### config.mk
export PLATFORM = sky130hd
export DESIGN_NAME = rx_stats_frame_correction
export DESIGN_NICKNAME = d
export VERILOG_FILES = /design/src/rtl/rsfc_pkg.sv /design/src/rtl/rx_stats_frame_correction.sv /design/src/rtl/rsfc_front.sv /design/src/rtl/rsfc_queue.sv /design/src/rtl/rsfc_back.sv
export SDC_FILE = /design/constraint.sdc
export NUM_CORES = 1
export LEC_CHECK = 0
export BUFFER_PORTS_ARGS = -buffer_cell sky130_fd_sc_hd__buf_2
export CORE_MARGIN = 8
export CORE_UTILIZATION = 33
export DETAILED_ROUTE_END_ITERATION = 16
export PLACE_DENSITY = 0.48
export RECOVER_POWER = 100
export SYNTH_ARGS = -nofsm -noshare
export SYNTH_HDL_FRONTEND = slang
export SYNTH_SLANG_ARGS = --single-unit
### constraint.sdc
create_clock -name clk_i -period 5.2 [get_ports clk_i]
set_input_delay 0.78 -clock clk_i [delete_from_list [all_inputs] [get_ports clk_i]]
set_output_delay 0.78 -clock clk_i [all_outputs]
set_load 0.01 [all_outputs]
### src/rtl/rsfc_pkg.sv
`timescale 1ns / 1ps
// ----------------------------------------------------------------------------
// rsfc_pkg
// Shared types and constants for the receive statistics correction block.
// ----------------------------------------------------------------------------
package rsfc_pkg;

  localparam int unsigned LEN_W                 = 14;
  localparam int unsigned MAC_W                 = 48;
  localparam int unsigned IDX_W                 = 4;
  localparam int unsigned DATA_W                = 32;
  localparam int unsigned BIN_COUNT             = 6;
  localparam int unsigned DEFAULT_COUNTER_WIDTH = 32;

  // Two-word queue between front and back
  localparam int unsigned QUEUE_DEPTH = 2;
  localparam int unsigned QUEUE_PTR_W = 1;
  localparam int unsigned QUEUE_CNT_W = 2;

  typedef logic [LEN_W-1:0] len_t;
  typedef logic [IDX_W-1:0] idx_t;

  localparam len_t MAX_FRAME_RESET = 14'd1522;

  localparam len_t BIN_EDGE [BIN_COUNT] = '{
    14'd64, 14'd127, 14'd255, 14'd511, 14'd1023, 14'd1522
  };

  typedef enum logic {
    KIND_CORRECT = 1'b0,
    KIND_READ    = 1'b1
  } kind_e;

  localparam idx_t IDX_CRC      = 4'd0;
  localparam idx_t IDX_GOOD     = 4'd1;
  localparam idx_t IDX_OCT_LO   = 4'd2;
  localparam idx_t IDX_OCT_HI   = 4'd3;
  localparam idx_t IDX_BCAST    = 4'd4;
  localparam idx_t IDX_MCAST    = 4'd5;
  localparam idx_t IDX_OVERSIZE = 4'd6;
  localparam idx_t IDX_BIN0     = 4'd7;
  localparam idx_t IDX_BIN1     = 4'd8;
  localparam idx_t IDX_BIN2     = 4'd9;
  localparam idx_t IDX_BIN3     = 4'd10;
  localparam idx_t IDX_BIN4     = 4'd11;
  localparam idx_t IDX_BIN5     = 4'd12;

  // Classified word handed from front to back
  typedef struct packed {
    kind_e                kind;
    len_t                 len;
    logic                 bcast;
    logic                 mcast;
    logic                 ovs_hit;
    logic [BIN_COUNT-1:0] bin_hit;
    idx_t                 idx;
  } cmd_t;

endpackage

### src/rtl/rx_stats_frame_correction.sv
`timescale 1ns / 1ps
// ----------------------------------------------------------------------------
// rx_stats_frame_correction
// Receive statistics counters with a one-byte frame length correction.
// ----------------------------------------------------------------------------
// Input channel (in_valid_i/in_ready_o) carries a word: kind_i selects a
// correction event or a counter read, with frame_len_i, dest_mac_i and
// counter_index_i as payload. Output channel (out_valid_o/out_ready_i)
// returns one word per input word: read_data_o holds the counter on a read
// and zero on a correction.
// A word accepted from the input is classified and written into the queue
// in the same cycle; the counter stage takes it from the queue, updates the
// counters and writes the result into the output register. One word per
// cycle is sustained while the receiver takes each result.
// The max frame size register is written through cfg_we_i/cfg_wdata_i and
// resets to 1522; write it only while the block is idle.
// Reset clears all counters and the queue. When the receiver stalls the
// result holds in the output register, the queue takes up to two more
// words, then in_ready_o drops until the receiver takes the result.
// ----------------------------------------------------------------------------
module rx_stats_frame_correction #(
  parameter int unsigned COUNTER_WIDTH = rsfc_pkg::DEFAULT_COUNTER_WIDTH
) (
  input  logic                        clk_i,
  input  logic                        rst_ni,
  input  logic                        cfg_we_i,
  input  logic [rsfc_pkg::LEN_W-1:0]  cfg_wdata_i,
  input  logic                        in_valid_i,
  output logic                        in_ready_o,
  input  logic                        kind_i,
  input  logic [rsfc_pkg::LEN_W-1:0]  frame_len_i,
  input  logic [rsfc_pkg::MAC_W-1:0]  dest_mac_i,
  input  logic [rsfc_pkg::IDX_W-1:0]  counter_index_i,
  output logic                        out_valid_o,
  input  logic                        out_ready_i,
  output logic [rsfc_pkg::DATA_W-1:0] read_data_o
);

  logic           push_valid;
  logic           push_ready;
  rsfc_pkg::cmd_t push_data;
  logic           pop_valid;
  logic           pop_ready;
  rsfc_pkg::cmd_t pop_data;

  rsfc_front u_front (
    .clk_i           (clk_i),
    .rst_ni          (rst_ni),
    .cfg_we_i        (cfg_we_i),
    .cfg_wdata_i     (cfg_wdata_i),
    .in_valid_i      (in_valid_i),
    .in_ready_o      (in_ready_o),
    .kind_i          (kind_i),
    .frame_len_i     (frame_len_i),
    .dest_mac_i      (dest_mac_i),
    .counter_index_i (counter_index_i),
    .push_valid_o    (push_valid),
    .push_ready_i    (push_ready),
    .push_data_o     (push_data)
  );

  rsfc_queue u_queue (
    .clk_i        (clk_i),
    .rst_ni       (rst_ni),
    .push_valid_i (push_valid),
    .push_ready_o (push_ready),
    .push_data_i  (push_data),
    .pop_valid_o  (pop_valid),
    .pop_ready_i  (pop_ready),
    .pop_data_o   (pop_data)
  );

  rsfc_back #(
    .CounterWidth (COUNTER_WIDTH)
  ) u_back (
    .clk_i       (clk_i),
    .rst_ni      (rst_ni),
    .pop_valid_i (pop_valid),
    .pop_ready_o (pop_ready),
    .pop_data_i  (pop_data),
    .out_valid_o (out_valid_o),
    .out_ready_i (out_ready_i),
    .read_data_o (read_data_o)
  );

endmodule

### src/rtl/rsfc_front.sv
`timescale 1ns / 1ps
// ----------------------------------------------------------------------------
// rsfc_front
// Accepts input words, holds the max frame size register and classifies
// each word for the counter stage.
// ----------------------------------------------------------------------------
module rsfc_front (
  input  logic                         clk_i,
  input  logic                         rst_ni,
  input  logic                         cfg_we_i,
  input  rsfc_pkg::len_t               cfg_wdata_i,
  input  logic                         in_valid_i,
  output logic                         in_ready_o,
  input  logic                         kind_i,
  input  rsfc_pkg::len_t               frame_len_i,
  input  logic [rsfc_pkg::MAC_W-1:0]   dest_mac_i,
  input  rsfc_pkg::idx_t               counter_index_i,
  output logic                         push_valid_o,
  input  logic                         push_ready_i,
  output rsfc_pkg::cmd_t               push_data_o
);

  rsfc_pkg::len_t max_frame_q;
  rsfc_pkg::len_t max_frame_d;
  rsfc_pkg::len_t len_adj;

  always_comb begin
    max_frame_d = max_frame_q;
    if (cfg_we_i) begin
      max_frame_d = cfg_wdata_i;
    end
  end

  always_ff @(posedge clk_i or negedge rst_ni) begin
    if (!rst_ni) begin
      max_frame_q <= rsfc_pkg::MAX_FRAME_RESET;
    end else begin
      max_frame_q <= max_frame_d;
    end
  end

  // length saturates at zero
  assign len_adj = (frame_len_i == '0) ? '0 : frame_len_i - rsfc_pkg::LEN_W'(1);

  always_comb begin
    push_data_o.kind    = rsfc_pkg::kind_e'(kind_i);
    push_data_o.len     = len_adj;
    push_data_o.bcast   = &dest_mac_i;
    push_data_o.mcast   = !(&dest_mac_i) && dest_mac_i[0];
    push_data_o.ovs_hit = (len_adj == max_frame_q);
    for (int b = 0; b < rsfc_pkg::BIN_COUNT; b++) begin
      push_data_o.bin_hit[b] = (len_adj == rsfc_pkg::BIN_EDGE[b]);
    end
    push_data_o.idx     = counter_index_i;
  end

  assign push_valid_o = in_valid_i;
  assign in_ready_o   = push_ready_i;

endmodule

### src/rtl/rsfc_queue.sv
`timescale 1ns / 1ps
// ----------------------------------------------------------------------------
// rsfc_queue
// Short first-in first-out queue of classified words between front and back.
// ----------------------------------------------------------------------------
module rsfc_queue (
  input  logic           clk_i,
  input  logic           rst_ni,
  input  logic           push_valid_i,
  output logic           push_ready_o,
  input  rsfc_pkg::cmd_t push_data_i,
  output logic           pop_valid_o,
  input  logic           pop_ready_i,
  output rsfc_pkg::cmd_t pop_data_o
);

  rsfc_pkg::cmd_t mem_q [rsfc_pkg::QUEUE_DEPTH];

  logic [rsfc_pkg::QUEUE_PTR_W-1:0] wr_ptr_q, wr_ptr_d;
  logic [rsfc_pkg::QUEUE_PTR_W-1:0] rd_ptr_q, rd_ptr_d;
  logic [rsfc_pkg::QUEUE_CNT_W-1:0] count_q, count_d;
  logic push, pop;

  assign push_ready_o = (count_q != rsfc_pkg::QUEUE_CNT_W'(rsfc_pkg::QUEUE_DEPTH));
  assign pop_valid_o  = (count_q != '0);
  assign pop_data_o   = mem_q[rd_ptr_q];

  assign push = push_valid_i && push_ready_o;
  assign pop  = pop_valid_o && pop_ready_i;

  always_comb begin
    wr_ptr_d = wr_ptr_q;
    rd_ptr_d = rd_ptr_q;
    count_d  = count_q;
    if (push) begin
      wr_ptr_d = wr_ptr_q + rsfc_pkg::QUEUE_PTR_W'(1);
    end
    if (pop) begin
      rd_ptr_d = rd_ptr_q + rsfc_pkg::QUEUE_PTR_W'(1);
    end
    if (push && !pop) begin
      count_d = count_q + rsfc_pkg::QUEUE_CNT_W'(1);
    end else if (pop && !push) begin
      count_d = count_q - rsfc_pkg::QUEUE_CNT_W'(1);
    end
  end

  always_ff @(posedge clk_i or negedge rst_ni) begin
    if (!rst_ni) begin
      wr_ptr_q <= '0;
      rd_ptr_q <= '0;
      count_q  <= '0;
    end else begin
      wr_ptr_q <= wr_ptr_d;
      rd_ptr_q <= rd_ptr_d;
      count_q  <= count_d;
    end
  end

  always_ff @(posedge clk_i) begin
    if (push) begin
      mem_q[wr_ptr_q] <= push_data_i;
    end
  end

endmodule

### src/rtl/rsfc_back.sv
`timescale 1ns / 1ps
// ----------------------------------------------------------------------------
// rsfc_back
// Statistics counters: applies correction words, serves reads and holds
// the result word in an output register.
// ----------------------------------------------------------------------------
module rsfc_back #(
  parameter int unsigned CounterWidth = rsfc_pkg::DEFAULT_COUNTER_WIDTH
) (
  input  logic                        clk_i,
  input  logic                        rst_ni,
  input  logic                        pop_valid_i,
  output logic                        pop_ready_o,
  input  rsfc_pkg::cmd_t              pop_data_i,
  output logic                        out_valid_o,
  input  logic                        out_ready_i,
  output logic [rsfc_pkg::DATA_W-1:0] read_data_o
);

  localparam int unsigned CW = CounterWidth;

  typedef logic [CW-1:0] cnt_t;

  cnt_t crc_q, crc_d;
  cnt_t good_q, good_d;
  cnt_t oct_lo_q, oct_lo_d;
  cnt_t oct_hi_q, oct_hi_d;
  cnt_t bcast_q, bcast_d;
  cnt_t mcast_q, mcast_d;
  cnt_t ovs_q, ovs_d;
  cnt_t bin_q [rsfc_pkg::BIN_COUNT];
  cnt_t bin_d [rsfc_pkg::BIN_COUNT];

  logic                        out_valid_q, out_valid_d;
  logic [rsfc_pkg::DATA_W-1:0] out_data_q, out_data_d;

  logic                           fire;
  logic                           upd;
  cnt_t                           len_ext;
  cnt_t                           sel;
  logic [CW+rsfc_pkg::DATA_W-1:0] sel_wide;

  assign pop_ready_o = !out_valid_q || out_ready_i;
  assign fire        = pop_valid_i && pop_ready_o;
  assign upd         = fire && (pop_data_i.kind == rsfc_pkg::KIND_CORRECT);
  assign len_ext     = {{(CW-rsfc_pkg::LEN_W){1'b0}}, pop_data_i.len};

  always_comb begin
    crc_d    = crc_q;
    good_d   = good_q;
    oct_lo_d = oct_lo_q;
    oct_hi_d = oct_hi_q;
    bcast_d  = bcast_q;
    mcast_d  = mcast_q;
    ovs_d    = ovs_q;
    for (int b = 0; b < rsfc_pkg::BIN_COUNT; b++) begin
      bin_d[b] = bin_q[b];
    end
    if (upd) begin
      crc_d    = crc_q - CW'(1);
      good_d   = good_q + CW'(1);
      oct_lo_d = oct_lo_q + len_ext;
      if (oct_lo_q[CW-1] && !oct_lo_d[CW-1]) begin
        oct_hi_d = oct_hi_q + CW'(1);
      end
      if (pop_data_i.bcast) begin
        bcast_d = bcast_q + CW'(1);
      end
      if (pop_data_i.mcast) begin
        mcast_d = mcast_q + CW'(1);
      end
      if (pop_data_i.ovs_hit && (ovs_q != '0)) begin
        ovs_d = ovs_q - CW'(1);
      end
      // an edge hit moves one count from the bin above into this one
      for (int b = 0; b < rsfc_pkg::BIN_COUNT; b++) begin
        if (pop_data_i.bin_hit[b]) begin
          bin_d[b] = bin_q[b] + CW'(1);
        end else if (b > 0 && pop_data_i.bin_hit[(b > 0) ? b - 1 : 0]) begin
          bin_d[b] = bin_q[b] - CW'(1);
        end
      end
    end
  end

  always_comb begin
    unique case (pop_data_i.idx)
      rsfc_pkg::IDX_CRC:      sel = crc_q;
      rsfc_pkg::IDX_GOOD:     sel = good_q;
      rsfc_pkg::IDX_OCT_LO:   sel = oct_lo_q;
      rsfc_pkg::IDX_OCT_HI:   sel = oct_hi_q;
      rsfc_pkg::IDX_BCAST:    sel = bcast_q;
      rsfc_pkg::IDX_MCAST:    sel = mcast_q;
      rsfc_pkg::IDX_OVERSIZE: sel = ovs_q;
      rsfc_pkg::IDX_BIN0:     sel = bin_q[0];
      rsfc_pkg::IDX_BIN1:     sel = bin_q[1];
      rsfc_pkg::IDX_BIN2:     sel = bin_q[2];
      rsfc_pkg::IDX_BIN3:     sel = bin_q[3];
      rsfc_pkg::IDX_BIN4:     sel = bin_q[4];
      rsfc_pkg::IDX_BIN5:     sel = bin_q[5];
      default:                sel = '0;
    endcase
    sel_wide = {{rsfc_pkg::DATA_W{1'b0}}, sel};
  end

  always_comb begin
    out_valid_d = out_valid_q;
    out_data_d  = out_data_q;
    if (fire) begin
      out_valid_d = 1'b1;
      out_data_d  = (pop_data_i.kind == rsfc_pkg::KIND_READ) ?
                    sel_wide[rsfc_pkg::DATA_W-1:0] : '0;
    end else if (out_ready_i) begin
      out_valid_d = 1'b0;
    end
  end

  always_ff @(posedge clk_i or negedge rst_ni) begin
    if (!rst_ni) begin
      crc_q       <= '0;
      good_q      <= '0;
      oct_lo_q    <= '0;
      oct_hi_q    <= '0;
      bcast_q     <= '0;
      mcast_q     <= '0;
      ovs_q       <= '0;
      out_valid_q <= 1'b0;
      for (int b = 0; b < rsfc_pkg::BIN_COUNT; b++) begin
        bin_q[b] <= '0;
      end
    end else begin
      crc_q       <= crc_d;
      good_q      <= good_d;
      oct_lo_q    <= oct_lo_d;
      oct_hi_q    <= oct_hi_d;
      bcast_q     <= bcast_d;
      mcast_q     <= mcast_d;
      ovs_q       <= ovs_d;
      out_valid_q <= out_valid_d;
      for (int b = 0; b < rsfc_pkg::BIN_COUNT; b++) begin
        bin_q[b] <= bin_d[b];
      end
    end
  end

  always_ff @(posedge clk_i) begin
    out_data_q <= out_data_d;
  end

  assign out_valid_o = out_valid_q;
  assign read_data_o = out_data_q;

endmodule
# ---- After elaboration in Yosys (flattened, before gate mapping)
# Memories as Yosys holds them, arrays and structs flattened.
# Cells that the tools add are included.
# Widths: inputs -> output; s select.
dict set report classes {
  eq_ne 20
  n_addsub 23
  reduce_logical 36
  n_bitwise 1
  muxes 18
}
# cell n
set ops {}
lappend ops {{$pmux 32 s13} 1}
lappend ops {{$add 32x1->32 const B} 10}
lappend ops {{$mux 32} 10}
lappend ops {{$sub 32x1->32 const B} 7}
lappend ops {{$reduce_and 48->1} 1}
lappend ops {{$add 32x14->32} 1}
lappend ops {{$reduce_bool 32->1} 1}
lappend ops {{$eq 14x7->1 const B} 2}
lappend ops {{$eq 4x4->1 const B} 5}
lappend ops {{$reduce_and 2->1} 10}
lappend ops {{$eq 4x3->1 const B} 4}
lappend ops {{$reduce_bool 2->1} 8}
lappend ops {{$eq 14x10->1 const B} 1}
lappend ops {{$eq 14x11->1 const B} 1}
lappend ops {{$eq 14x14->1} 1}
lappend ops {{$eq 14x8->1 const B} 1}
lappend ops {{$eq 14x9->1 const B} 1}
lappend ops {{$logic_not 14->1} 1}
lappend ops {{$mux 14} 1}
lappend ops {{$sub 14x1->14 const B} 1}
lappend ops {{$eq 4x2->1 const B} 2}
lappend ops {{$logic_and 1x1->1} 8}
lappend ops {{$logic_not 1->1} 5}
lappend ops {{$eq 4x1->1 const B} 1}
lappend ops {{9 further kinds} 14}
dict set report totals {
  regBits 467
  out_inout_bits 34
  mem_count 1
  elab_cells 118
  ramBits 56
}
# name words word_bits rd rd_clocked_by_memory_dff write_ports line_no
set mem_list {}
lappend mem_list {u_queue.mem_q 2 28 1 0 1 rsfc_queue.sv:17} ;# rsfc_pkg::cmd_t mem_q [rsfc_pkg::QUEUE_DEPTH];

# ---- Depth between registers and ports, before layout
# Gate-level depths: netlist of the first run.
dict set report depth {
  word_depth 6
  ltp_mapped 22
}

# ---- By module
# A second synthesis of the first run with hierarchy kept.
dict set report unflattened {
  hier_cells 3397
  area_unflattened_um2 32391.1
}
# mod cells_each instances area_each_um2
set modules_own_cells {}
lappend modules_own_cells {rsfc_back 3084 1 28433.5}
lappend modules_own_cells {rsfc_queue 105 1 2262.2}
lappend modules_own_cells {rsfc_front 208 1 1695.4}

# ---- Worst setup path before layout of the first run
# No wires, ideal clock.
dict set report synth_timing {
  path_type {register to register}
  startpoint {register u_queue.rd_ptr_q}
  endpoint {register u_back.oct_hi_q[31]}
  path_buffers 6
  required_time_ns 5.121
  t_arrival_ns 5.545
  path_stages_with_launch 22
  path_slack_ns -0.424
  period_less_slack_ns 5.624
  path_cell_list {dfrtp_1 > clkbuf_1 > buf_1 > clkbuf_1 > buf_1 > buf_1 > mux2_2 > ha_1 > nor2_1 > o41a_1 > o21ai_0 > a221oi_1 > o21bai_1 > nor3b_1 > ha_1 > nand3_1 > nor4_1 > and3_1 > clkbuf_1 > nand3_1 > nor2_1 > xor2_1}
}
dict set report synth_between {
  elab_chain_len 5
}
# item line_no
set synth_rtl {}
lappend synth_rtl {{from (decl)} rsfc_queue.sv:20} ;# logic [rsfc_pkg::QUEUE_PTR_W-1:0] rd_ptr_q, rd_ptr_d;
lappend synth_rtl {{from (signal assigned)} rsfc_queue.sv:55} ;# rd_ptr_q <= rd_ptr_d;
lappend synth_rtl {{$mem_v2 2x28 *} -}
lappend synth_rtl {{$add 32x14->32} rsfc_back.sv:62} ;# oct_lo_d = oct_lo_q + len_ext;
lappend synth_rtl {{$logic_not 1->1} rsfc_back.sv:63} ;# if (oct_lo_q[CW-1] && !oct_lo_d[CW-1]) begin
lappend synth_rtl {{$logic_and 1x1->1} rsfc_back.sv:63}
lappend synth_rtl {{$reduce_and 2->1 (no line) *} -}
lappend synth_rtl {{to (signal assigned)} rsfc_back.sv:135} ;# oct_hi_q <= oct_hi_d;
lappend synth_rtl {{to (decl)} rsfc_back.sv:27} ;# cnt_t oct_hi_q, oct_hi_d;
# Every way passes the cells marked *; elsewhere a longest branch is shown, timed or not.
# A chain may end at the register's enable or synchronous reset.

# ---- Final worst setup path of the first run
# Same ends and word-level chain as after synthesis.

==> impl_results.md, run 1 <==
* Root Buffer: clkbuf_16
* Post-Syn Area per Cell at 9.80 um^2
* Num CTS Buffers at 61
* Worst R2R Start: u_queue.rd_ptr_q
* Max clock buf depth at 3
* Post-route ant nets at 0
* Number of nets in the layout at 3,591
* Most frequent cells after synthesis: dfrtp_1, nand2_1, o21ai_0
* Synth cell types at 74
* Largest net degree at the start of global routing at 108
* Area of the mapped netlist at 31,400 um^2
* Sw Pwr at 11.0 mW
* RSZ-0062 raised after global routing: false
* CTS Sinks at 523
* Crit-path max FO at 15
* Cell Int Power at 13.4 mW
* Share of flip-flops with an asynchronous set or reset at 83.2%
* R2r worst-path depth at 16
* Largest area contributor in the netlist: dfrtp_1
* CP Buf/Inv Count at 1
* GP Congestion at 0.871
* Hold Path Origin: kind_i
* Vias/cell at 5.46
* CP startpoint: u_queue.rd_ptr_q
* Leak pwr at 15.8 nW
* First-pass GRT wire length at 158 mm
* R2r setup slk at 0.41 ns
* Fmax at 0.209 GHz
* Worst path arrival time at 5.35 ns
* Fin util at 37.7%
* Ports at 120
* Post-synth EDFFs at 88
* Vias in the first global route at 24,508
* Core ar. at 94,600 um^2
* Yosys reg bits at 523
* Post-Syn Instances at 3,198
* Worst Setup End Kind: register
* Final Hold Violating Endpoints at 0
* Share of cells above drive strength 1 at 8.20%
* Max-Cap Viols at 7
* Peak VDD IR at 0.276 mV
* Critical setup path kind: reg2reg
* Initial antenna violation count at 0
* Total global routing overflow at 0
* Largest cells by area after synthesis: dfrtp_1, edfxtp_1, ha_1
* Htree depth at 2
* Tcrit/Tclk final at 92.1%
* Total power at 24.4 mW
* CP peak stage delay at 0.47 ns
* Clock transition at path regs at 0.06 ns
* Port Buffer Count at 119
* Pwr dens at 685 nW/um^2
* Critical Path RT at 5.76 ns
* Net count after synthesis at 3,465
* DP HPWL at 79.7 mm
* Status: finished with violations
* Cts hold-fix bufs at 0
* Routed wire length at 105 mm
* Crit path max-delay family: simple AND/OR/NAND/NOR gates
* Synth top area share at 34.2%
* Chip Height at 324 um
* CP Depth at 16
* Failing checks: capacitance limit, slew limit
* Crit path cell chain: buf_4 > mux2_2 > ha_1 > a2111oi_0 > o41a_1 > o21ai_0 > a221oi_1 > o21bai_2 > nor3b_1 > ha_1 > nand3_1 > nor4_2 > and3_1 > nand3_1 > nor2_1 > xor2_1
* Rows at 113
* End of the worst register-to-register path: u_back.oct_hi_q[31]
* Register area share after synthesis at 43.2%
* DRT Pass-1 Iters at 6
* Die ar. at 105,000 um^2
* Worst-Margin Slew at 4.19 ns
* Die X at 324 um
* Min cycle time layout at 4.79 ns
* Starting utilization of the core area at 33.1%
* Top-count cell post-synth: dfrtp_1
* Clk pwr share at 19.2%
* Global-route usage over all layers at 19.6%
* Area Overhead vs Synth at 13.8%
* Final setup vio count at 0
* Clk_skew at 0.0221 ns
* CTS tree: done
* Detailed-route via count at 25,370
* 1st-iter DRT viols at 2,167
* Crit-path slowest cell: o41a_1
* Crit path launch type: register
* Setup TNS at 0 ns
* Clk Latency, worst-skew pair at 0.64 ns
* Residual DRC count at 0
* Switch share at 45.1%
* Slew Viols, Final at 221
* Logic gate share of total power at 51.3%
* Leading register cell type out of synthesis: dfrtp_1
* CP Capture Point: u_back.oct_hi_q[31]
* Hold crit path type: in2reg
* Synth warn at 0
* Max_slew headroom at -180%
* Routed WL per cell at 22.5 um
* Flop pwr share at 29.4%
## layout make-up
type | count | area, um^2
Antenna cell | 2 | 5.00
Clock buffer | 72 | 1610
Clock inverter | 44 | 563
Fill cell | 9498 | 58900
Inverter | 72 | 270
Multi-Input combinational cell | 2493 | 17200
Sequential cell | 523 | 13500
Tap cell | 1265 | 1580
Timing Repair Buffer | 173 | 911
## layer usage
metal	part of all wire [%]	GRT usage (%)	vias to the layer above
li1	-	-	12212
met1	46	26.7	12407
met2	46	32.1	623
met3	4.8	2.49	128
met4	3.4	6.41	0
met5	0	0	-
## power by group through the flow
stage	logic [mW]	registers [mW]	clock network (mW)
2_1_floorplan	9.64	6.33	0
3_3_place_gp	12.7	7.28	0
3_5_place_dp	12.6	7.28	0
4_1_cts	12.7	7.22	4.82
5_1_grt	14.2	7.30	4.97
6_report	12.5	7.19	4.70
## cell families (layout without fill, tap and decap cells)
group,after synthesis,count (layout),synth area share [%]
buf+inv,182,361,2.20
flops,523,523,43.2
simple gates,989,989,15.3
mux,52,52,1.81
compound gates,878,878,19.2
xor+xnor,393,393,11.0
other cells,0,2,0
fa+ha+maj,181,181,7.37
## registers in the layout (all words and copies together) (netlist names), 2 cells and up
| signal | flops |
|---|---|
| u_queue.mem_q | 56 |
| u_back.oct_lo_q | 32 |
| u_front.max_frame_q | 14 |
| u_back.crc_q | 32 |
| u_back.good_q | 32 |
| u_back.read_data_o | 32 |
| u_back.mcast_q | 32 |
| u_back.oct_hi_q | 32 |
| u_back.bin_q | 192 |
| u_queue.count_q | 2 |
| u_back.bcast_q | 32 |
| u_back.ovs_q | 32 |
## worst reg2reg max path, stage by stage (launching register included)
cell       delay (ns)
dfrtp_2          0.41
buf_4            0.28
mux2_2           0.37
ha_1             0.34
a2111oi_0        0.14
o41a_1           0.47
o21ai_0          0.29
a221oi_1         0.15
o21bai_2         0.28
nor3b_1          0.26
ha_1             0.24
nand3_1          0.15
nor4_2           0.46
and3_1           0.38
nand3_1          0.18
nor2_1           0.16
xor2_1           0.15
## repair_timing
item                       in CTS  in global routing
setup endpoints to repair       0                  2
resized for setup               0                  1
setup buffers                   0                  0
## metrics by stage
stage | setup WS [ns] | hold WS (ns) | cells | area [um^2]
after floorplan | 0.0451 | 0.442 | 3198 | 31400
after global placement | 0.445 | 0.466 | 4526 | 33800
after detailed placement | 0.358 | 0.464 | 4526 | 33800
after CTS | 0.311 | 0.116 | 4642 | 36000
after global routing | 0.0434 | 0.304 | 4642 | 35700
final | 0.409 | 0.327 | 4644 | 35700
## cell usage in the layout, fill, tap and decap left out, types with 15 or more instances in the layout
cell type | netlist | routed
o21a_1 | 23 | 23
buf_2 | 5 | 76
a21oi_1 | 128 | 128
and3_1 | 58 | 59
o31ai_1 | 20 | 20
nand2_1 | 347 | 348
xnor2_1 | 211 | 211
nor2b_1 | 17 | 17
a221oi_1 | 72 | 72
a31oi_1 | 51 | 51
clkbuf_16 | 0 | 63
nand2b_1 | 23 | 23
a22oi_1 | 28 | 28
nand3_1 | 98 | 99
nor4_1 | 32 | 32
nor3_1 | 65 | 66
edfxtp_1 | 88 | 88
mux2_2 | 37 | 34
a221o_1 | 22 | 22
clkinv_1 | 0 | 15
o21ai_0 | 222 | 227
ha_1 | 175 | 175
nor2_1 | 190 | 177
a22o_1 | 51 | 51
or4_1 | 14 | 16
and4_1 | 21 | 21
a211oi_1 | 21 | 21
xor2_1 | 182 | 182
nand4_1 | 61 | 61
dfrtp_1 | 428 | 427
clkbuf_1 | 90 | 73
a222oi_1 | 32 | 32
inv_1 | 72 | 71
a21o_1 | 104 | 104
buf_4 | 0 | 20
## worst min-delay path by stage
stage / to / slack (ns) / cells after the start
after floorplan: u_back.good_q[31] / 0.44 / 1
after global placement: u_back.bin_q[191] / 0.47 / 1
after detailed placement: u_back.bcast_q[31] / 0.46 / 1
after CTS: u_back.bin_q[190] / 0.12 / 1
after global routing: u_queue.mem_q[0][27] / 0.30 / 1
final: u_queue.mem_q[0][27] / 0.33 / 1
(Power assumes the default switching activity.)
==> inputs of run 2 (changes only) <==
- RECOVER_POWER: 100 -> default
==> run 2 against run 1 <==
  * The flow now finishes without violations
  * Utilization is 0.31 points higher
  * Count of clock-buffer cells in the layout stayed put
  * Global-route usage stayed put
  * Highest routed layer unchanged
==> impl_results.md, run 2 (synthesis results as in run 1) <==
* DRT Pass-1 Iters at 6 (unchanged)
* Worst Setup End Kind: register (unchanged)
* Final setup vio count at 0 (unchanged)
* Die ar. at 105,000 um^2 (unchanged)
* Starting utilization of the core area at 33.1% (unchanged)
* DP HPWL at 79.7 mm (unchanged)
* Worst path arrival time at 5.38 ns (was 5.35 ns)
* Number of nets in the layout at 3,591 (unchanged)
* Total power at 24.6 mW (was 24.4 mW)
* Chip Height at 324 um (unchanged)
* Die X at 324 um (unchanged)
* Biggest regs: u_back.bin_q (192), u_queue.mem_q (56) (unchanged)
* RSZ-0062 raised after global routing: false (unchanged)
* Top reg by flops: u_back.bin_q (unchanged)
* Num CTS Buffers at 61 (unchanged)
* Hold crit path type: in2async (was in2reg)
* Crit path launch type: register (unchanged)
* CTS tree: done (unchanged)
* Core ar. at 94,600 um^2 (unchanged)
* Fin util at 38.0% (was 37.7%)
* CTS Sinks at 523 (unchanged)
* Global-route usage over all layers at 19.6% (unchanged)
* Commonest cells after routing, fill and taps aside: dfrtp_1, nand2_1, o21ai_0 (unchanged)
* Port Buffer Count at 119 (unchanged)
* Clock transition at path regs at 0.06 ns (about the same)
* Vias/cell at 5.47 (was 5.46)
* Fmax at 0.207 GHz (was 0.209 GHz)
* Critical setup path kind: reg2reg (unchanged)
* Root Buffer: clkbuf_16 (unchanged)
* Peak VDD IR at 0.276 mV (about the same)
* Routed WL per cell at 22.5 um (about the same)
* Number of flip-flops in the largest register at 192 (unchanged)
* Pwr dens at 684 nW/um^2 (was 685 nW/um^2)
* Final instance area at 36,000 um^2 (was 35,700 um^2)
* Status: completed (was finished with violations)
* GP Congestion at 0.871 (unchanged)
* Total global routing overflow at 0 (unchanged)
* Htree depth at 2 (unchanged)
* Max-Cap Viols at 0 (was 7)
* Critical Path RT at 5.76 ns (about the same)
* Largest net degree at the start of global routing at 108 (unchanged)
* Crit-path max FO at 15 (unchanged)
* Detailed-route via count at 25,397 (was 25,370)
* Cts hold-fix bufs at 0 (unchanged)
* Min cycle time layout at 4.82 ns (was 4.79 ns)
* Max_slew headroom at 31.7% (was -180%)
* Vias in the first global route at 24,508 (unchanged)
* Initial antenna violation count at 0 (unchanged)
* Post-route ant nets at 0 (unchanged)
* Ports at 120 (unchanged)
* Clk Latency, worst-skew pair at 0.64 ns (about the same)
* 1st-iter DRT viols at 2,033 (was 2,167)
* First-pass GRT wire length at 158 mm (unchanged)
* Routed wire length at 104 mm (was 105 mm)
* Post-CTS sizing at 0 (unchanged)
* Max clock buf depth at 3 (unchanged)
* Worst-Margin Slew at 1.02 ns (was 4.19 ns)
* Leak pwr at 16.0 nW (was 15.8 nW)
* Tcrit/Tclk final at 92.7% (was 92.1%)
* Area Overhead vs Synth at 14.7% (was 13.8%)
* Share of cells above drive strength 1 at 10.8% (was 8.20%)
* Setup TNS at 0 ns (unchanged)
* Slew Viols, Final at 0 (was 221)
* Residual DRC count at 0 (unchanged)
* Placed cell area at 33,800 um^2 (unchanged)
* Clk_skew at 0.0247 ns (was 0.0221 ns)
* Final Hold Violating Endpoints at 0 (unchanged)
* Post-CTS Setup Inserts at 0 (unchanged)
* Rows at 113 (unchanged)
* Commonest non-fill, non-tap cell in the layout: dfrtp_1 (unchanged)
## run 2: cell types whose count changed in the layout (fill, tap and decap cells not counted), moves of 4 or more
cell,before,now
and2_0,4,0
and2_1,10,14
buf_2,76,118
buf_4,20,49
clkbuf_1,73,9
clkbuf_2,8,0
o21ai_0,227,222
o21ai_4,0,4
## run 2: where the power goes
group / switching (mW) / internal (mW)
Sequential: 1.73 / 5.45
Clock: 1.85 / 2.85
Combinational: 7.48 / 5.24
## run 2: metal layers
metal / track usage (%) / up-vias / routed length [um]
met5: 0 / - / 0
met1: 26.7 / 12426 / 47700
met2: 32.1 / 623 / 48300
met4: 6.41 / 0 / 3640
li1: - / 12211 / -
met3: 2.49 / 137 / 4760
## run 2: path summary, 6_finish.rpt
check	startpoint	endpoint	slack, ns	depth (start not counted)
setup / recovery	u_queue.rd_ptr_q	u_back.oct_hi_q[31]	0.38	16
hold / removal	rst_ni	u_back.bin_q[184]	0.13	1
setup reg to reg	u_queue.rd_ptr_q	u_back.oct_hi_q[31]	0.38	16
hold reg to reg	u_back.bin_q[191]	u_back.bin_q[191]	0.48	1
max in group asynchronous	rst_ni	u_queue.rd_ptr_q	4.00	2
min in group clk_i	kind_i	u_queue.mem_q[0][27]	0.33	1
## run 2: worst max-delay path, stage by stage (launching register included)
cell       delay (ns)
dfrtp_2          0.41
buf_4            0.29
mux2_2           0.37
ha_1             0.34
a2111oi_0        0.14
o41a_1           0.47
o21ai_0          0.29
a221oi_1         0.15
o21bai_2         0.28
nor3b_1          0.25
ha_1             0.24
nand3_1          0.15
nor4_2           0.48
and3_1           0.38
nand3_1          0.18
nor2_1           0.16
xor2_1           0.15
## run 2: cell type report
cell class,count,area [um^2]
inverters,72,270
diodes,1,2.50
repair buffers,173,1070
clock inverters,44,563
multi-input cells,2493,17300
well taps,1265,1580
flip-flops and latches,523,13500
fillers,9424,58600
clock buffers,72,1610
## run 2: metrics by stage
stage | hold WS [ns] | setup WS (ns) | instances
after global routing | 0.161 | 0.0752 | 4642
after detailed placement | 0.464 | 0.358 | 4526
final | 0.128 | 0.378 | 4643
after floorplan | 0.442 | 0.0451 | 3198
after CTS | 0.116 | 0.311 | 4642
after global placement | 0.466 | 0.445 | 4526
==> inputs of run 3 (changes only) <==
- ABC_AREA: default -> 1
- PLACE_DENSITY: 0.48 -> 0.47
==> run 3 against run 2 <==
  * Via count rose by 42%
  * Sequential share of layout area shrank 5.8 points
  * Wire length is 38% higher
  * Cell area up 18%
  * Critical path type unchanged
  * Highest routed layer unchanged
==> impl_results.md, run 3 <==
* CP startpoint: u_queue.rd_ptr_q (unchanged)
* Post-route ant nets at 0 (unchanged)
* Leak pwr at 20.5 nW (was 16.0 nW)
* Die X at 354 um (was 324 um)
* Largest cells by area after synthesis: dfrtp_1, nand2_1, edfxtp_1 (was dfrtp_1, edfxtp_1, ha_1)
* Final setup vio count at 0 (unchanged)
* Critical setup path kind: reg2reg (unchanged)
* CTS tree: done (unchanged)
* Synth warn at 0 (unchanged)
* Crit path launch type: register (unchanged)
* Critical Path RT at 5.70 ns (was 5.76 ns)
* Synth cell types at 54 (was 74)
* Synth top area share at 28.3% (was 34.2%)
* Worst R2R Start: u_queue.rd_ptr_q (unchanged)
* Clk Latency, worst-skew pair at 0.65 ns (was 0.64 ns)
* Met3 GRT Util at 3.50% (was 2.49%)
* Crit-path slowest cell: inv_1 (was nor4_2)
* Initial antenna violation count at 5 (was 0)
* Chip Height at 354 um (was 324 um)
* Max-Cap Viols at 0 (unchanged)
* GP Congestion at 0.982 (was 0.871)
* Crit path cell chain: inv_2 > or2_0 > o21a_1 > inv_1 > ha_1 > a21oi_1 > o21ai_0 > nand2_1 > nand2_1 > nand2_1 > nand2_1 > or2_2 > nand3_1 > o21ai_0 (was buf_4 > mux2_2 > ha_1 > a2111oi_0 > o41a_1 > o21ai_0 > a221oi_1 > o21bai_2 > nor3b_1 > ha_1 > nand3_1 > nor4_2 > and3_1 > nand3_1 > nor2_1 > xor2_1)
* Number of flip-flops in the largest register at 192 (unchanged)
* First-pass GRT wire length at 218 mm (was 158 mm)
* Pre-CTS WS at 1.29 ns (was 0.358 ns)
* Biggest regs: u_back.bin_q (192), u_queue.mem_q (56) (unchanged)
* N_diodes at 0 (was 1)
* Total power at 31.2 mW (was 24.6 mW)
* Slew Viols, Final at 0 (unchanged)
* Post-Syn Instances at 5,372 (was 3,198)
* Post-CTS Setup Inserts at 0 (unchanged)
* Routed WL per cell at 20.4 um (was 22.5 um)
* Num CTS Buffers at 71 (was 61)
* Clock transition at path regs at 0.06 ns (about the same)
* Placed Instances at 6,932 (was 4,526)
* Crit-path max FO at 30 (was 15)
* Clk_skew at 0.0290 ns (was 0.0247 ns)
* CP Capture Point: u_back.bin_q[79] (was u_back.oct_hi_q[31])
* Status: completed (unchanged)
* Starting utilization of the core area at 33.1% (about the same)
* Commonest non-fill, non-tap cell in the layout: nand2_1 (was dfrtp_1)
* Tcrit/Tclk final at 75.5% (was 92.7%)
* Core ar. at 114,000 um^2 (was 94,600 um^2)
* Ports at 120 (unchanged)
* Max_slew headroom at 20.5% (was 31.7%)
* Die ar. at 126,000 um^2 (was 105,000 um^2)
* Register area share after synthesis at 35.8% (was 43.2%)
* Largest net degree at the start of global routing at 117 (was 108)
* Leading register cell type out of synthesis: dfrtp_1 (unchanged)
* Residual DRC count at 0 (unchanged)
* Hold crit path type: in2async (unchanged)
* Max clock buf depth at 3 (unchanged)
* Min cycle time layout at 3.93 ns (was 4.82 ns)
* Top-count cell post-synth: nand2_1 (was dfrtp_1)
* GR Util met2 at 34.8% (was 32.1%)
* Detailed-route via count at 36,175 (was 25,397)
* Most frequent cells after synthesis: nand2_1, inv_1, nor2_1 (was dfrtp_1, nand2_1, o21ai_0)
* Worst path arrival time at 4.42 ns (was 5.38 ns)
* Vias/cell at 5.12 (was 5.47)
* Post-synth EDFFs at 88 (unchanged)
* Area Overhead vs Synth at 12.7% (was 14.7%)
* CP dominant cell by count: nand2_1
* Largest area contributor in the netlist: dfrtp_1 (unchanged)
* Pwr dens at 732 nW/um^2 (was 684 nW/um^2)
* Share of cells above drive strength 1 at 6.72% (was 10.8%)
* Setup TNS at 0 ns (unchanged)
* Vias in the first global route at 35,161 (was 24,508)
* Cts hold-fix bufs at 0 (unchanged)
* Port Buffer Count at 119 (unchanged)
* Routed wire length at 144 mm (was 104 mm)
* R2r setup slk at 1.27 ns (was 0.38 ns)
* Top reg by flops: u_back.bin_q (unchanged)
* Worst-Margin Slew at 1.19 ns (was 1.02 ns)
* Fmax at 0.255 GHz (was 0.207 GHz)
* Root Buffer: clkbuf_16 (unchanged)
* DRT Pass-1 Iters at 6 (unchanged)
* Net count after synthesis at 5,639 (was 3,465)
* Grt peak-use layer: met2 (unchanged)
* Post-CTS sizing at 0 (unchanged)
* Post-Syn Area per Cell at 7.03 um^2 (was 9.80 um^2)
* Worst Setup End Kind: register (unchanged)
* Global-route usage over all layers at 22.2% (was 19.6%)
* Share of flip-flops with an asynchronous set or reset at 83.2% (unchanged)
* Commonest cells after routing, fill and taps aside: nand2_1, inv_1, nor2_1 (was dfrtp_1, nand2_1, o21ai_0)
* PnR worst setup slack at 1.27 ns (was 0.378 ns)
* Post-Layout Cell Count at 7,062 (was 4,643)
* M1 GR Usage at 31.3% (was 26.7%)
* Area of the mapped netlist at 37,800 um^2 (was 31,400 um^2)
* R2r worst-path depth at 14 (was 16)
* Total global routing overflow at 0 (unchanged)
* End of the worst register-to-register path: u_back.bin_q[79] (was u_back.oct_hi_q[31])
* Final Hold Violating Endpoints at 0 (unchanged)
* RSZ-0062 raised after global routing: false (unchanged)
* CTS Sinks at 523 (unchanged)
* 1st-iter DRT viols at 3,141 (was 2,033)
* Htree depth at 3 (was 2)
* Peak VDD IR at 0.282 mV (was 0.276 mV)
* Rows at 124 (was 113)
* Worst hold slack at 0.0994 ns (was 0.128 ns)
* DP HPWL at 115 mm (was 79.7 mm)
* CP peak stage delay at 0.62 ns (was 0.48 ns)
* Number of nets in the layout at 5,760 (was 3,591)
* Yosys reg bits at 523 (unchanged)
[run 3: stage by stage]
step / cell area (um^2) / utilization [%]
2_1_floorplan: 37800 / -
3_3_place_gp: 40100 / 35.2
3_5_place_dp: 40100 / 35.2
4_1_cts: 42600 / 37.3
5_1_grt: 42600 / 37.3
6_report: 42600 / 37.3
[run 3: power by group]
part           switching (mW)  internal (mW)  leakage [nW]  total, mW
Sequential               1.29           5.62          6.09       6.91
Clock                    2.11           3.14          1.19       5.25
Combinational            13.1           5.91          13.2       19.0
Total                    16.5           14.7          20.5       31.2
[run 3: layer usage]
| layer | part of all wire (%) | vias up |
|---|---|---|
| met3 | 6.1 | 197 |
| met4 | 3.1 | 0 |
| met1 | 47 | 17096 |
| met5 | 0 | - |
| li1 | - | 17871 |
| met2 | 44 | 1011 |
[run 3: logic make-up after synthesis]
family          after synthesis  synth area share, %
simple gates               2813                 31.9
compound gates              783                 11.2
buf+inv                     778                 8.08
flops                       523                 35.8
xor+xnor                    290                 6.72
fa+ha+maj                   181                 6.11
mux                           4                0.119
[run 3: cell type report]
type / count / area (um^2)
clock buffer: 100 / 2060
clock inverter: 30 / 397
fill: 12347 / 71400
inverter: 667 / 2510
multi-input combinational: 4071 / 21300
sequential: 523 / 13500
tap: 1512 / 1890
timing repair buffer: 159 / 943
[run 3: how the worst min path moves through the flow]
stage	end	slack [ns]	start
6_report	u_back.bin_q[156]	0.1	rst_ni
3_3_place_gp	u_back.good_q[12]	0.46	u_back.good_q[12]
4_1_cts	u_back.bin_q[144]	0.11	rst_ni
5_1_grt	u_back.bin_q[156]	0.13	rst_ni
2_1_floorplan	u_back.bcast_q[21]	0.44	u_back.bcast_q[21]
3_5_place_dp	u_back.bcast_q[21]	0.46	u_back.bcast_q[21]
[run 3: worst max-delay path: cells and delay by family (launching register included)]
kind,cells,cell delay (ns)
and+or+nand+nor,7,1.00
AOI/OAI and AO/OA,4,0.79
buffers and inverters,2,1.01
DFF,1,0.38
adders and majority gates,1,0.60
